==> config.mk <==
export PLATFORM = sky130hd
export DESIGN_NAME = pixel_color_run_encoder
export DESIGN_NICKNAME = d
export VERILOG_FILES = /design/src/hw/rtl/pcre_pkg.sv /design/src/hw/rtl/pcre_front.sv /design/src/hw/rtl/pcre_fifo.sv /design/src/hw/rtl/pcre_back.sv /design/src/hw/rtl/pixel_color_run_encoder.sv
export SDC_FILE = /design/constraint.sdc
export NUM_CORES = 2
export LEC_CHECK = 0
export BUFFER_PORTS_ARGS = -buffer_cell sky130_fd_sc_hd__buf_4
export CAP_MARGIN = 20
export CORE_ASPECT_RATIO = 1.75
export CORE_MARGIN = 2
export CORE_UTILIZATION = 58
export CTS_CLUSTER_DIAMETER = 100
export CTS_CLUSTER_SIZE = 14
export DETAILED_ROUTE_END_ITERATION = 16
export GPL_ROUTABILITY_DRIVEN = 1
export PLACE_DENSITY = 0.82
export SLEW_MARGIN = 20
export SYNTH_ARGS = -nofsm -noshare
export SYNTH_HDL_FRONTEND = slang
export SYNTH_SLANG_ARGS = --single-unit
==> constraint.sdc <==
create_clock -name clk_i -period 8.2 [get_ports clk_i]
set_input_delay 0.41 -clock clk_i [delete_from_list [all_inputs] [get_ports clk_i]]
set_output_delay 0.41 -clock clk_i [all_outputs]
set_load 0.005 [all_outputs]
==> src/hw/rtl/pcre_pkg.sv <==
// pcre_pkg: shared types, constants and arithmetic helpers of the pixel run encoder
// no dependencies; imported by every module of the block
package pcre_pkg;

  // field and register widths
  localparam int unsigned ChanW   = 8;
  localparam int unsigned AlphaW  = 8;
  localparam int unsigned SideW   = 13;
  localparam int unsigned ColW    = 12;
  localparam int unsigned StepW   = 7;
  localparam int unsigned CfgIdxW = 2;
  localparam int unsigned NumChan = 3;

  // largest image side, counters wrap below it
  localparam logic [SideW-1:0] MaxSide = SideW'(4096);

  // default queue depth between the color pipeline and the run tracker
  localparam int unsigned FifoDepthDef = 16;

  // quantizer divider layout: 9 numerator bits, 3 bits per stage
  localparam int unsigned NumW         = 9;
  localparam int unsigned DivBitsStage = 3;
  localparam int unsigned DivStages    = 3;

  // register indexes of the configuration port
  localparam logic [CfgIdxW-1:0] CfgImageWidth  = CfgIdxW'(0);
  localparam logic [CfgIdxW-1:0] CfgImageHeight = CfgIdxW'(1);
  localparam logic [CfgIdxW-1:0] CfgQuantStep   = CfgIdxW'(2);

  typedef struct packed {
    logic [ChanW-1:0] red;
    logic [ChanW-1:0] green;
    logic [ChanW-1:0] blue;
  } rgb_t;

  localparam rgb_t White = '{red: 8'hFF, green: 8'hFF, blue: 8'hFF};

  // one finished color entering the queue
  typedef struct packed {
    logic valid;
    rgb_t color;
  } push_t;

  // head of the queue as seen by the run tracker
  typedef struct packed {
    logic avail;
    rgb_t color;
  } head_t;

  // one run going out
  typedef struct packed {
    rgb_t             color;
    logic [ColW-1:0]  x_start;
    logic [SideW-1:0] x_end;
    logic [ColW-1:0]  row;
  } run_t;

  // floor(x / 255) for 16-bit x up to 65279, where the quotient fits the 8-bit result
  function automatic logic [ChanW-1:0] div255(input logic [15:0] x);
    logic [16:0] t;
    t = 17'(x) + 17'(x[15:8]) + 17'd1;
    return t[15:8];
  endfunction

  // one restoring division step: shift in a numerator bit, subtract if it fits
  function automatic logic [StepW:0] div_step(input logic [StepW-1:0] rem,
                                              input logic             nbit,
                                              input logic [StepW-1:0] d);
    logic [StepW:0] t;
    logic [StepW:0] s;
    t = {rem, nbit};
    s = t - {1'b0, d};
    if (t >= {1'b0, d}) begin
      return {s[StepW-1:0], 1'b1};
    end
    return {t[StepW-1:0], 1'b0};
  endfunction

endpackage

==> src/hw/rtl/pcre_front.sv <==
// pcre_front: color pipeline, composites each pixel over white and quantizes it
// depends on pcre_pkg; runs without stalls, the queue reserves room for every pixel
module pcre_front import pcre_pkg::*; (
  input  logic              clk_i,
  input  logic              rst_ni,
  input  logic              fire_i,
  input  logic [ChanW-1:0]  pixel_red_i,
  input  logic [ChanW-1:0]  pixel_green_i,
  input  logic [ChanW-1:0]  pixel_blue_i,
  input  logic [AlphaW-1:0] pixel_alpha_i,
  input  logic [StepW-1:0]  step_i,
  output push_t             push_o
);

  // stage valids
  logic s1_vld_q, s2_vld_q, s3_vld_q, s7_vld_q;
  logic [DivStages-1:0] dv_vld_q;

  // stage payloads
  logic [NumChan-1:0][ChanW-1:0]  s1_chan_q;
  logic [AlphaW-1:0]              s1_alpha_q;
  logic [NumChan-1:0][15:0]       s2_prod_q;
  logic [15:0]                    s2_bg_q;
  logic [NumChan-1:0][ChanW-1:0]  s3_bl_q;
  logic [NumChan-1:0][NumW-1:0]   dv_num_q  [DivStages];
  logic [NumChan-1:0][NumW-1:0]   dv_quo_q  [DivStages];
  logic [NumChan-1:0][StepW-1:0]  dv_rem_q  [DivStages];
  logic [NumChan-1:0][ChanW-1:0]  dv_bl_q   [DivStages];
  logic [NumChan-1:0][ChanW+StepW-1:0] s7_qp_q;
  logic [NumChan-1:0][ChanW-1:0]  s7_bl_q;

  logic [NumChan-1:0][ChanW-1:0]  in_chan;
  logic [NumChan-1:0][ChanW-1:0]  q_out;
  logic                           pass;

  assign in_chan = {pixel_red_i, pixel_green_i, pixel_blue_i};
  assign pass    = (step_i <= StepW'(1));

  // valid shift line
  always_ff @(posedge clk_i or negedge rst_ni) begin
    if (!rst_ni) begin
      s1_vld_q <= 1'b0;
      s2_vld_q <= 1'b0;
      s3_vld_q <= 1'b0;
      dv_vld_q <= '0;
      s7_vld_q <= 1'b0;
    end else begin
      s1_vld_q <= fire_i;
      s2_vld_q <= s1_vld_q;
      s3_vld_q <= s2_vld_q;
      dv_vld_q <= {dv_vld_q[DivStages-2:0], s3_vld_q};
      s7_vld_q <= dv_vld_q[DivStages-1];
    end
  end

  // input capture, products, blend over white
  always_ff @(posedge clk_i) begin
    if (fire_i) begin
      s1_chan_q  <= in_chan;
      s1_alpha_q <= pixel_alpha_i;
    end
    for (int ch = 0; ch < NumChan; ch++) begin
      s2_prod_q[ch] <= 16'(s1_chan_q[ch]) * 16'(s1_alpha_q);
      s3_bl_q[ch]   <= div255(s2_prod_q[ch] + s2_bg_q);
    end
    s2_bg_q <= 16'(8'd255 - s1_alpha_q) * 16'd255 + 16'd127;
  end

  // quantizer divider, (blend + step/2) / step, a few bits per stage
  for (genvar k = 0; k < DivStages; k++) begin : g_div
    logic [NumChan-1:0][NumW-1:0]  num_in, num_nx, quo_in, quo_nx;
    logic [NumChan-1:0][StepW-1:0] rem_in, rem_nx;
    logic [NumChan-1:0][ChanW-1:0] bl_in;

    if (k == 0) begin : g_first
      always_comb begin
        for (int ch = 0; ch < NumChan; ch++) begin
          num_in[ch] = NumW'(s3_bl_q[ch]) + NumW'(step_i >> 1);
          quo_in[ch] = '0;
          rem_in[ch] = '0;
          bl_in[ch]  = s3_bl_q[ch];
        end
      end
    end else begin : g_next
      assign num_in = dv_num_q[k-1];
      assign quo_in = dv_quo_q[k-1];
      assign rem_in = dv_rem_q[k-1];
      assign bl_in  = dv_bl_q[k-1];
    end

    always_comb begin
      logic [StepW:0]     r;
      logic [NumW-1:0]    n;
      logic [NumW-1:0]    q;
      logic [StepW-1:0]   rm;
      for (int ch = 0; ch < NumChan; ch++) begin
        n  = num_in[ch];
        q  = quo_in[ch];
        rm = rem_in[ch];
        for (int j = 0; j < DivBitsStage; j++) begin
          r  = div_step(rm, n[NumW-1], step_i);
          rm = r[StepW:1];
          q  = {q[NumW-2:0], r[0]};
          n  = {n[NumW-2:0], 1'b0};
        end
        num_nx[ch] = n;
        quo_nx[ch] = q;
        rem_nx[ch] = rm;
      end
    end

    always_ff @(posedge clk_i) begin
      dv_num_q[k] <= num_nx;
      dv_quo_q[k] <= quo_nx;
      dv_rem_q[k] <= rem_nx;
      dv_bl_q[k]  <= bl_in;
    end
  end

  // back to a multiple of the step
  always_ff @(posedge clk_i) begin
    for (int ch = 0; ch < NumChan; ch++) begin
      s7_qp_q[ch] <= (ChanW+StepW)'(dv_quo_q[DivStages-1][ch][ChanW-1:0])
                   * (ChanW+StepW)'(step_i);
    end
    s7_bl_q <= dv_bl_q[DivStages-1];
  end

  // saturate, or pass the blend through for a step of zero or one
  always_comb begin
    for (int ch = 0; ch < NumChan; ch++) begin
      if (pass) begin
        q_out[ch] = s7_bl_q[ch];
      end else if (s7_qp_q[ch] > (ChanW+StepW)'(255)) begin
        q_out[ch] = 8'hFF;
      end else begin
        q_out[ch] = s7_qp_q[ch][ChanW-1:0];
      end
    end
  end

  assign push_o.valid       = s7_vld_q;
  assign push_o.color.red   = q_out[2];
  assign push_o.color.green = q_out[1];
  assign push_o.color.blue  = q_out[0];

endmodule

==> src/hw/rtl/pcre_fifo.sv <==
// pcre_fifo: color queue between pipeline and run tracker, with a credit count
// depends on pcre_pkg; credits cover words still in the pipeline so it never overflows
module pcre_fifo import pcre_pkg::*; #(
  parameter int unsigned Depth = FifoDepthDef
) (
  input  logic  clk_i,
  input  logic  rst_ni,
  input  logic  reserve_i,
  input  push_t push_i,
  input  logic  pop_i,
  output logic  full_o,
  output head_t head_o
);

  localparam int unsigned PtrW = $clog2(Depth);
  localparam int unsigned CntW = $clog2(Depth + 1);

  rgb_t            mem_q [Depth];
  logic [PtrW-1:0] wr_ptr_q, rd_ptr_q;
  logic [CntW-1:0] used_q, credit_q;

  // storage
  always_ff @(posedge clk_i) begin
    if (push_i.valid) begin
      mem_q[wr_ptr_q] <= push_i.color;
    end
  end

  // pointers and counts
  always_ff @(posedge clk_i or negedge rst_ni) begin
    if (!rst_ni) begin
      wr_ptr_q <= '0;
      rd_ptr_q <= '0;
      used_q   <= '0;
      credit_q <= '0;
    end else begin
      if (push_i.valid) begin
        wr_ptr_q <= (wr_ptr_q == PtrW'(Depth - 1)) ? '0 : wr_ptr_q + PtrW'(1);
      end
      if (pop_i) begin
        rd_ptr_q <= (rd_ptr_q == PtrW'(Depth - 1)) ? '0 : rd_ptr_q + PtrW'(1);
      end
      used_q   <= used_q + CntW'(push_i.valid) - CntW'(pop_i);
      credit_q <= credit_q + CntW'(reserve_i) - CntW'(pop_i);
    end
  end

  assign full_o       = (credit_q >= CntW'(Depth));
  assign head_o.avail = (used_q != '0);
  assign head_o.color = mem_q[rd_ptr_q];

endmodule

==> src/hw/rtl/pcre_back.sv <==
// pcre_back: run tracker, follows column and row and emits finished non-white runs
// depends on pcre_pkg; pops one color per word from pcre_fifo
module pcre_back import pcre_pkg::*; (
  input  logic             clk_i,
  input  logic             rst_ni,
  input  head_t            head_i,
  input  logic [SideW-1:0] width_i,
  input  logic [SideW-1:0] height_i,
  input  logic             out_stall_i,
  output logic             pop_o,
  output logic             out_valid_o,
  output run_t             out_run_o,
  output logic             out_last_o
);

  // run state
  rgb_t            held_q;
  logic [ColW-1:0] run_begin_q, col_q, row_q;

  // output register and second pending run
  logic out_vld_q, out_last_q, pend_q;
  run_t out_q, pend_run_q;

  logic             slot_free;
  logic             first, change, row_end, emit_a, emit_b;
  rgb_t             held_nx;
  logic [ColW-1:0]  rb_nx;
  logic [SideW-1:0] next_col, next_row;
  run_t             run_a, run_b;

  assign slot_free = !out_vld_q || !out_stall_i;
  assign pop_o     = head_i.avail && slot_free && !pend_q;

  // classify the incoming color against the open run
  always_comb begin
    first    = (col_q == '0);
    change   = !first && (head_i.color != held_q);
    emit_a   = change && (held_q != White);
    held_nx  = (first || change) ? head_i.color : held_q;
    rb_nx    = first ? '0 : (change ? col_q : run_begin_q);
    next_col = SideW'(col_q) + SideW'(1);
    next_row = SideW'(row_q) + SideW'(1);
    row_end  = (next_col >= width_i);
    emit_b   = row_end && (held_nx != White);

    run_a.color   = held_q;
    run_a.x_start = run_begin_q;
    run_a.x_end   = SideW'(col_q);
    run_a.row     = row_q;

    run_b.color   = held_nx;
    run_b.x_start = rb_nx;
    run_b.x_end   = next_col;
    run_b.row     = row_q;
  end

  // state update and output staging
  always_ff @(posedge clk_i or negedge rst_ni) begin
    if (!rst_ni) begin
      held_q      <= '0;
      run_begin_q <= '0;
      col_q       <= '0;
      row_q       <= '0;
      out_vld_q   <= 1'b0;
      out_last_q  <= 1'b0;
      out_q       <= '0;
      pend_q      <= 1'b0;
      pend_run_q  <= '0;
    end else begin
      if (pend_q && slot_free) begin
        // second run of the previous word
        out_q      <= pend_run_q;
        out_last_q <= 1'b1;
        out_vld_q  <= 1'b1;
        pend_q     <= 1'b0;
      end else if (pop_o) begin
        held_q <= held_nx;
        if (row_end) begin
          col_q       <= '0;
          run_begin_q <= '0;
          row_q       <= (next_row >= height_i) ? '0 : next_row[ColW-1:0];
        end else begin
          col_q       <= next_col[ColW-1:0];
          run_begin_q <= rb_nx;
        end
        if (emit_a) begin
          out_q      <= run_a;
          out_last_q <= !emit_b;
          out_vld_q  <= 1'b1;
          pend_q     <= emit_b;
          pend_run_q <= run_b;
        end else if (emit_b) begin
          out_q      <= run_b;
          out_last_q <= 1'b1;
          out_vld_q  <= 1'b1;
        end else begin
          out_vld_q  <= 1'b0;
        end
      end else if (slot_free) begin
        out_vld_q <= 1'b0;
      end
    end
  end

  assign out_valid_o = out_vld_q;
  assign out_run_o   = out_q;
  assign out_last_o  = out_last_q;

endmodule

==> src/hw/rtl/pixel_color_run_encoder.sv <==
// pixel_color_run_encoder: one pixel per cycle while in_stall_o is low; a run leaves
// after the pixel that closes it (seven-stage color pipeline, queue, output register).
// A pixel closing two non-white runs holds the run tracker until its second run is staged.
// The queue depth sets how far the pipeline runs ahead of a stalled output.
// Reset clears row, column and run state and sets width, height and step to one.
// depends on pcre_pkg, pcre_front, pcre_fifo, pcre_back
module pixel_color_run_encoder import pcre_pkg::*; #(
  parameter int unsigned FifoDepth = FifoDepthDef
) (
  input  logic               clk_i,
  input  logic               rst_ni,
  input  logic               in_valid_i,
  output logic               in_stall_o,
  input  logic [ChanW-1:0]   pixel_red_i,
  input  logic [ChanW-1:0]   pixel_green_i,
  input  logic [ChanW-1:0]   pixel_blue_i,
  input  logic [AlphaW-1:0]  pixel_alpha_i,
  input  logic               cfg_valid_i,
  output logic               cfg_ready_o,
  input  logic [CfgIdxW-1:0] cfg_index_i,
  input  logic [SideW-1:0]   cfg_data_i,
  output logic               out_valid_o,
  input  logic               out_stall_i,
  output logic [ChanW-1:0]   out_red_o,
  output logic [ChanW-1:0]   out_green_o,
  output logic [ChanW-1:0]   out_blue_o,
  output logic [ColW-1:0]    x_start_o,
  output logic [SideW-1:0]   x_end_o,
  output logic [ColW-1:0]    row_index_o,
  output logic               last_of_item_o
);

  logic [SideW-1:0] width_q, height_q, width_c, height_c;
  logic [StepW-1:0] step_q;
  logic             fire, full, pop;
  push_t            push;
  head_t            head;
  run_t             run;

  // configuration registers
  assign cfg_ready_o = 1'b1;

  always_ff @(posedge clk_i or negedge rst_ni) begin
    if (!rst_ni) begin
      width_q  <= SideW'(1);
      height_q <= SideW'(1);
      step_q   <= StepW'(1);
    end else if (cfg_valid_i) begin
      case (cfg_index_i)
        CfgImageWidth:  width_q  <= cfg_data_i;
        CfgImageHeight: height_q <= cfg_data_i;
        CfgQuantStep:   step_q   <= cfg_data_i[StepW-1:0];
        default: ;
      endcase
    end
  end

  // sides clamped to one .. MaxSide
  assign width_c  = (width_q == '0) ? SideW'(1) : ((width_q > MaxSide) ? MaxSide : width_q);
  assign height_c = (height_q == '0) ? SideW'(1) : ((height_q > MaxSide) ? MaxSide : height_q);

  assign in_stall_o = full;
  assign fire       = in_valid_i && !full;

  pcre_front u_front (
    .clk_i         (clk_i),
    .rst_ni        (rst_ni),
    .fire_i        (fire),
    .pixel_red_i   (pixel_red_i),
    .pixel_green_i (pixel_green_i),
    .pixel_blue_i  (pixel_blue_i),
    .pixel_alpha_i (pixel_alpha_i),
    .step_i        (step_q),
    .push_o        (push)
  );

  pcre_fifo #(
    .Depth (FifoDepth)
  ) u_fifo (
    .clk_i     (clk_i),
    .rst_ni    (rst_ni),
    .reserve_i (fire),
    .push_i    (push),
    .pop_i     (pop),
    .full_o    (full),
    .head_o    (head)
  );

  pcre_back u_back (
    .clk_i       (clk_i),
    .rst_ni      (rst_ni),
    .head_i      (head),
    .width_i     (width_c),
    .height_i    (height_c),
    .out_stall_i (out_stall_i),
    .pop_o       (pop),
    .out_valid_o (out_valid_o),
    .out_run_o   (run),
    .out_last_o  (last_of_item_o)
  );

  assign out_red_o   = run.color.red;
  assign out_green_o = run.color.green;
  assign out_blue_o  = run.color.blue;
  assign x_start_o   = run.x_start;
  assign x_end_o     = run.x_end;
  assign row_index_o = run.row;

endmodule
# Yosys cells after proc, flatten, opt, wreduce, memory -nomap -nowiden

Memories as Yosys holds them, arrays and structs flattened. A register that Yosys moved wholly into a read port is not among the register bits.
Index checks and enable logic that the tools add are counted.
Widths: inputs -> output; s select.

Flip-flop bits (word level): 408
Bits in latches: 0
Memory bits (writable): 654
Bits in read-only memories: 0
Input bits: 52
Output and inout port bits: 65
Memories: 5

Add/sub/neg operators: 49
Multipliers: 7
Divide/modulo/power cells: 0
$lt $le $gt $ge: 36
Equal/unequal tests: 7
Shifts and indexed selects: 0
Multiplexer cells: 117
Bitwise gates (word level): 1
Reduce and logical (&&, ||, !) cells: 32

Memory list:

| name             | words | bits a word | read ports | clocked after memory_dff | write ports | RTL line         | RTL |
|---|---|---|---|---|---|---|---|
| u_fifo.mem_q     | 16    | 24          | 1          | 0                        | 1           | pcre_fifo.sv:18  | `rgb_t mem_q [Depth];` |
| u_front.dv_quo_q | 3     | 27          | 3          | 0                        | 3           | pcre_front.sv:26 | `logic [NumChan-1:0][NumW-1:0] dv_quo_q [DivStages];` |
| u_front.dv_bl_q  | 3     | 24          | 3          | 1                        | 3           | pcre_front.sv:28 | `logic [NumChan-1:0][ChanW-1:0] dv_bl_q [DivStages];` |
| u_front.dv_rem_q | 3     | 21          | 2          | 0                        | 3           | pcre_front.sv:27 | `logic [NumChan-1:0][StepW-1:0] dv_rem_q [DivStages];` |
| u_front.dv_num_q | 3     | 18          | 2          | 0                        | 3           | pcre_front.sv:25 | `logic [NumChan-1:0][NumW-1:0] dv_num_q [DivStages];` |

Operators by type and width:

| cell                  | count |
|---|---|
| $mux 8                | 60 |
| $mux 61               | 4 |
| $ge 8x7->1            | 24 |
| $sub 7x7->7           | 24 |
| $mux 12               | 5 |
| $mux 13               | 4 |
| $add 16x1->16 const B | 3 |
| $add 16x16->16        | 3 |
| $add 16x8->16         | 3 |
| $mul 8x8->16          | 3 |
| $ne 24x24->1 const B  | 2 |
| $gt 15x8->1 const B   | 3 |
| $mul 8x7->15          | 3 |
| $mux 1                | 41 |
| $add 8x6->9           | 3 |
| $add 12x1->13 const B | 2 |
| $ge 13x13->1          | 2 |
| $gt 13x13->1 const B  | 2 |
| $logic_not 13->1      | 2 |
| $mux 24               | 1 |
| $ne 24x24->1          | 1 |
| $ge 1x7->1            | 3 |
| $sub 1x7->7           | 3 |
| $add 16x7->16 const B | 1 |
| 22 further kinds      | 47 |

# Longest topological paths before layout

Depth after elaboration: 11
Mapped depth: 33
Gate-level depth less buffers: 32

# Modules after synthesis

Synthesis repeated with hierarchy kept, for this count alone.

Cells, all modules: 5303
Area, all modules: 60128.9 µm²

By module, submodules not included:

| module                  | times used | cells an instance | area an instance (µm²) | seq. area each (µm²) |
|---|---|---|---|---|
| pcre_front              | 1          | 3410              | 32701.4                | 8002.7 |
| pcre_fifo               | 1          | 767               | 15879.0                | 11981.5 |
| pcre_back               | 1          | 1016              | 10043.4                | 4629.4 |
| pixel_color_run_encoder | 1          | 110               | 1505.2                 | 829.5 |

# Least setup slack after synthesis

No wires, ideal clock.

Path kind: flip-flop to flip-flop
Start: reg step_q[1]
End: mem u_front.dv_rem_q[0][29] (netlist name)
Setup time: 0.121 ns
Arrival: 8.170 ns
Required time: 8.079 ns
Setup slack: -0.091 ns
Stages on the path, launching flop included: 32
Buffers on the path: 4
Clock period less this slack: 8.291 ns
Cell sequence: dfrtp_1 > clkbuf_1 > clkbuf_1 > inv_1 > fa_1 > a21o_1 > a21oi_1 > nor2b_1 > o21a_1 > o21ai_0 > nor2b_1 > clkbuf_1 > mux2_2 > ha_1 > nor2b_1 > o21ai_0 > nand2b_1 > a21o_1 > a21o_1 > o21ai_0 > nand3b_1 > buf_1 > nor2_1 > a21oi_1 > fa_1 > a21o_1 > a21oi_1 > o21bai_1 > a21oi_1 > o21ai_0 > a211oi_1 > mux2_2

RTL lines:

| what                     | RTL line                      | RTL |
|---|---|---|
| start: declaration       | pixel_color_run_encoder.sv:34 | `logic [StepW-1:0] step_q;` |
| start signal: assignment | pixel_color_run_encoder.sv:47 | `step_q <= StepW'(1);` |
| start signal: assignment | pixel_color_run_encoder.sv:52 | `CfgQuantStep: step_q <= cfg_data_i[StepW-1:0];` |
| end: declaration         | pcre_front.sv:27              |  |

==> run metrics <==
CP startpoint kind=flip-flop; TritonCTS clock tree=built; number of flops mapped to enable cells by yosys=416; relative slew slack=28.5%; root buf cell=clkbuf_16; Syn. warnings=0; Max-Cap Viols=0; crit-path max FO=25; RD Place Congestion=between 0.9 and 1; CTS Buffer Depth=3; Post-synth ARST share=24.3%; HPWL Detailed=about 100,000 um; Avg Inst Size Synth=roughly 11 sq um; via/cell ratio=slightly below 6; sequential area share after synthesis=around 43%; DRC Markers=0; M3 GR Usage=~3.4%; Worst Setup EP=u_front.dv_rem_q[0][30]; ANT nets after route=0; ys flop type=edfxtp_1; Setup Skew=just over 30 ps; vias in the first global route=roughly 43,000; CTS clk-pin slew, worst paths=roughly 70 ps; routed length per instance=~21 um; cells on worst reg2reg path=28; clk_lat worst skew=700 ps; actual slew at the worst max-slew pin=1070 ps; Worst Path Class, Setup=flip-flop to flip-flop; R2R setup slack=around 700 ps; nets=6,273; minimum clock period after layout=about 7500 ps; flops & latches, synth=~1,000; final cell count without fillers=approximately 6,800; endpoint required time on the critical path=between 8000 and 9000 ps; via count=~41,000; hold crit path type=primary input to flip-flop; Synth cell types=82; row count=155; Synth Instances=about 5,300; initial DRC count=~2,300; crit path DAT=just over 8000 ps; Synth area leaders=edfxtp_1 (21%), dfxtp_1 (12%), ha_1 (11%); Post-Syn Nets=6,135; most common cell after layout, fill and taps aside=ha_1; Slowest-stage cell, CP=dfstp_4; Yosys top cell by area=edfxtp_1; GR peak layer=met2; global-route wire length before repair=approximately 220,000 um; Yosys top cell area share=between 20% and 30%; period utilization=between 90 and 100%; count of buffers from port buffering=between 100 and 150; chip height=around 430 um; crit path from=step_q[0]; Sink Count=~1,000; full die area=0.105 sq mm; met2 Track Usage GR=between 50 and 60%; Hold Vio Cnt, Final=0; total core area=0.102 sq mm; total CTS buffers=between 80 and 90; post-CTS setup buffer count=0; Post-Route WL=142,000 um; TritonRoute pass-1 iters=7; area grow syn2layout=8.84%; htree depth=3; commonest non-fill, non-tap cells in the layout=ha_1 (544), inv_1 (500), nand2_1 (466); Reg2Reg Capture Point=u_front.dv_rem_q[0][30]; FMAX=~0.13 GHz; largest net degree at the start of global routing=around 170; share of cells above drive strength 1=between 10% and 20%; Top Ports=117; max-slew violation count=0; setup violators final=0; CP max stage delay=about 810 ps; Setup TNS=0 ps; met1 Use GR=between 20 and 30%; CP endpoint kind=flip-flop; Placed Instances=6,630; GRT Overall Usage=a little over a quarter; Die Wd=246 um; gr ovfl total=0; R2R Path Start=step_q[0]; Post-Synthesis Cell Area=between 0.05 and 0.06 sq mm; initial core utilization=between 50% and 60%; initial antenna violation count=1; RSZ-0062 raised after global routing=no; status=finished, final reports clean
kinds of logic (layout without fill, tap and decap cells):
| kind of cell | after synthesis | after routing | synth area share, % |
|---|---|---|---|
| simple gates | 1247 | 1247 | 10.2 |
| flops | 1002 | 1002 | 42.7 |
| compound gates | 882 | 882 | 9.61 |
| fa+ha+maj | 798 | 798 | 20.0 |
| buf+inv | 677 | 871 | 4.52 |
| mux | 378 | 378 | 8.54 |
| xor+xnor | 300 | 300 | 4.43 |
| other cells | 1 | 2 | 0.00630 |
repair_timing:
action | in CTS | in global routing
hold buffers | 43 | 0
setup endpoints to repair | 0 | 14
resized for setup | 0 | 4
hold endpoints to repair | 123 | 0
cell usage after synthesis (37+ instances only):
| cell type | number |
|---|---|
| mux2i_1 | 138 |
| dfxtp_1 | 343 |
| and2_1 | 197 |
| ha_1 | 544 |
| dfrtp_1 | 240 |
| nand3_1 | 51 |
| a21oi_1 | 211 |
| a21o_1 | 99 |
| o21bai_1 | 37 |
| nand2b_1 | 43 |
| xor2_1 | 92 |
| fa_1 | 254 |
| clkbuf_1 | 113 |
| nand4_1 | 40 |
| xnor2_1 | 207 |
| mux4_2 | 89 |
| edfxtp_1 | 416 |
| nor2b_1 | 76 |
| nor3_1 | 54 |
| mux2_2 | 151 |
| inv_1 | 501 |
| o21ai_0 | 240 |
| nor2_1 | 202 |
| nand2_1 | 467 |
area by class of cell:
cell class	instances	area [sq um]
antenna	1	2.50
clock buffer	131	2210
clock inverter	8	171
fill	7635	37200
inverter	503	1890
multi-input combinational	3606	31600
sequential	1002	25500
tap	1334	1670
timing repair buffer	229	1870
metal layers:
metal	share of wire, %	up-vias
li1	-	18668
met1	34	19959
met2	54	1445
met3	4.9	554
met4	7.8	0
met5	0	-
worst min path at each step:
stage | start | end | slack [ps] | cells after the start
floorplan | rst_ni | height_q[10] | 110 | 0
global placement | u_front.dv_bl_q[2][20] | u_front.s7_bl_q[20] | 310 | 0
detailed placement | u_front.dv_bl_q[0][5] | u_front.dv_bl_q[1][5] | 310 | 0
CTS | cfg_data_i[5] | height_q[5] | 0.6 | 2
global route | cfg_data_i[4] | height_q[4] | 20 | 2
finish | cfg_data_i[5] | height_q[5] | 60 | 2
through the flow:
| step | worst slack [ps] | util, % | cell area, sq um | hold slack [ps] |
|---|---|---|---|---|
| 6_report | 697 | 63.6 | 64800 | 56.3 |
| 5_1_grt | 133 | 63.6 | 64800 | 18.1 |
| 4_1_cts | 373 | 63.5 | 64800 | 0.623 |
| 3_5_place_dp | 411 | 60.8 | 62000 | 312 |
| 3_3_place_gp | 672 | 60.8 | 62000 | 310 |
| 2_1_floorplan | 63.3 | - | 59600 | 114 |
registers in the layout (all words and copies together) (netlist names), 27 cells and up:
| register | count |
|---|---|
| u_back.out_run_o | 61 |
| u_front.dv_rem_q | 42 |
| u_front.dv_bl_q | 72 |
| u_front.s2_prod_q | 48 |
| u_back.pend_run_q | 61 |
| u_front.dv_quo_q | 45 |
| u_front.s7_qp_q | 45 |
| u_fifo.mem_q | 384 |
| u_front.dv_num_q | 27 |
critical path, delay by kind of cell, from the launching register on:
kind	cells	cell delay (ps)
fa+ha+maj	4	1400
buf+inv	1	60
flops	1	810
simple gates	6	1170
mux	2	790
compound gates	15	3170
Power is not shown: default switching activity piles up to over one toggle a cycle in this logic, so the estimate is an artifact.
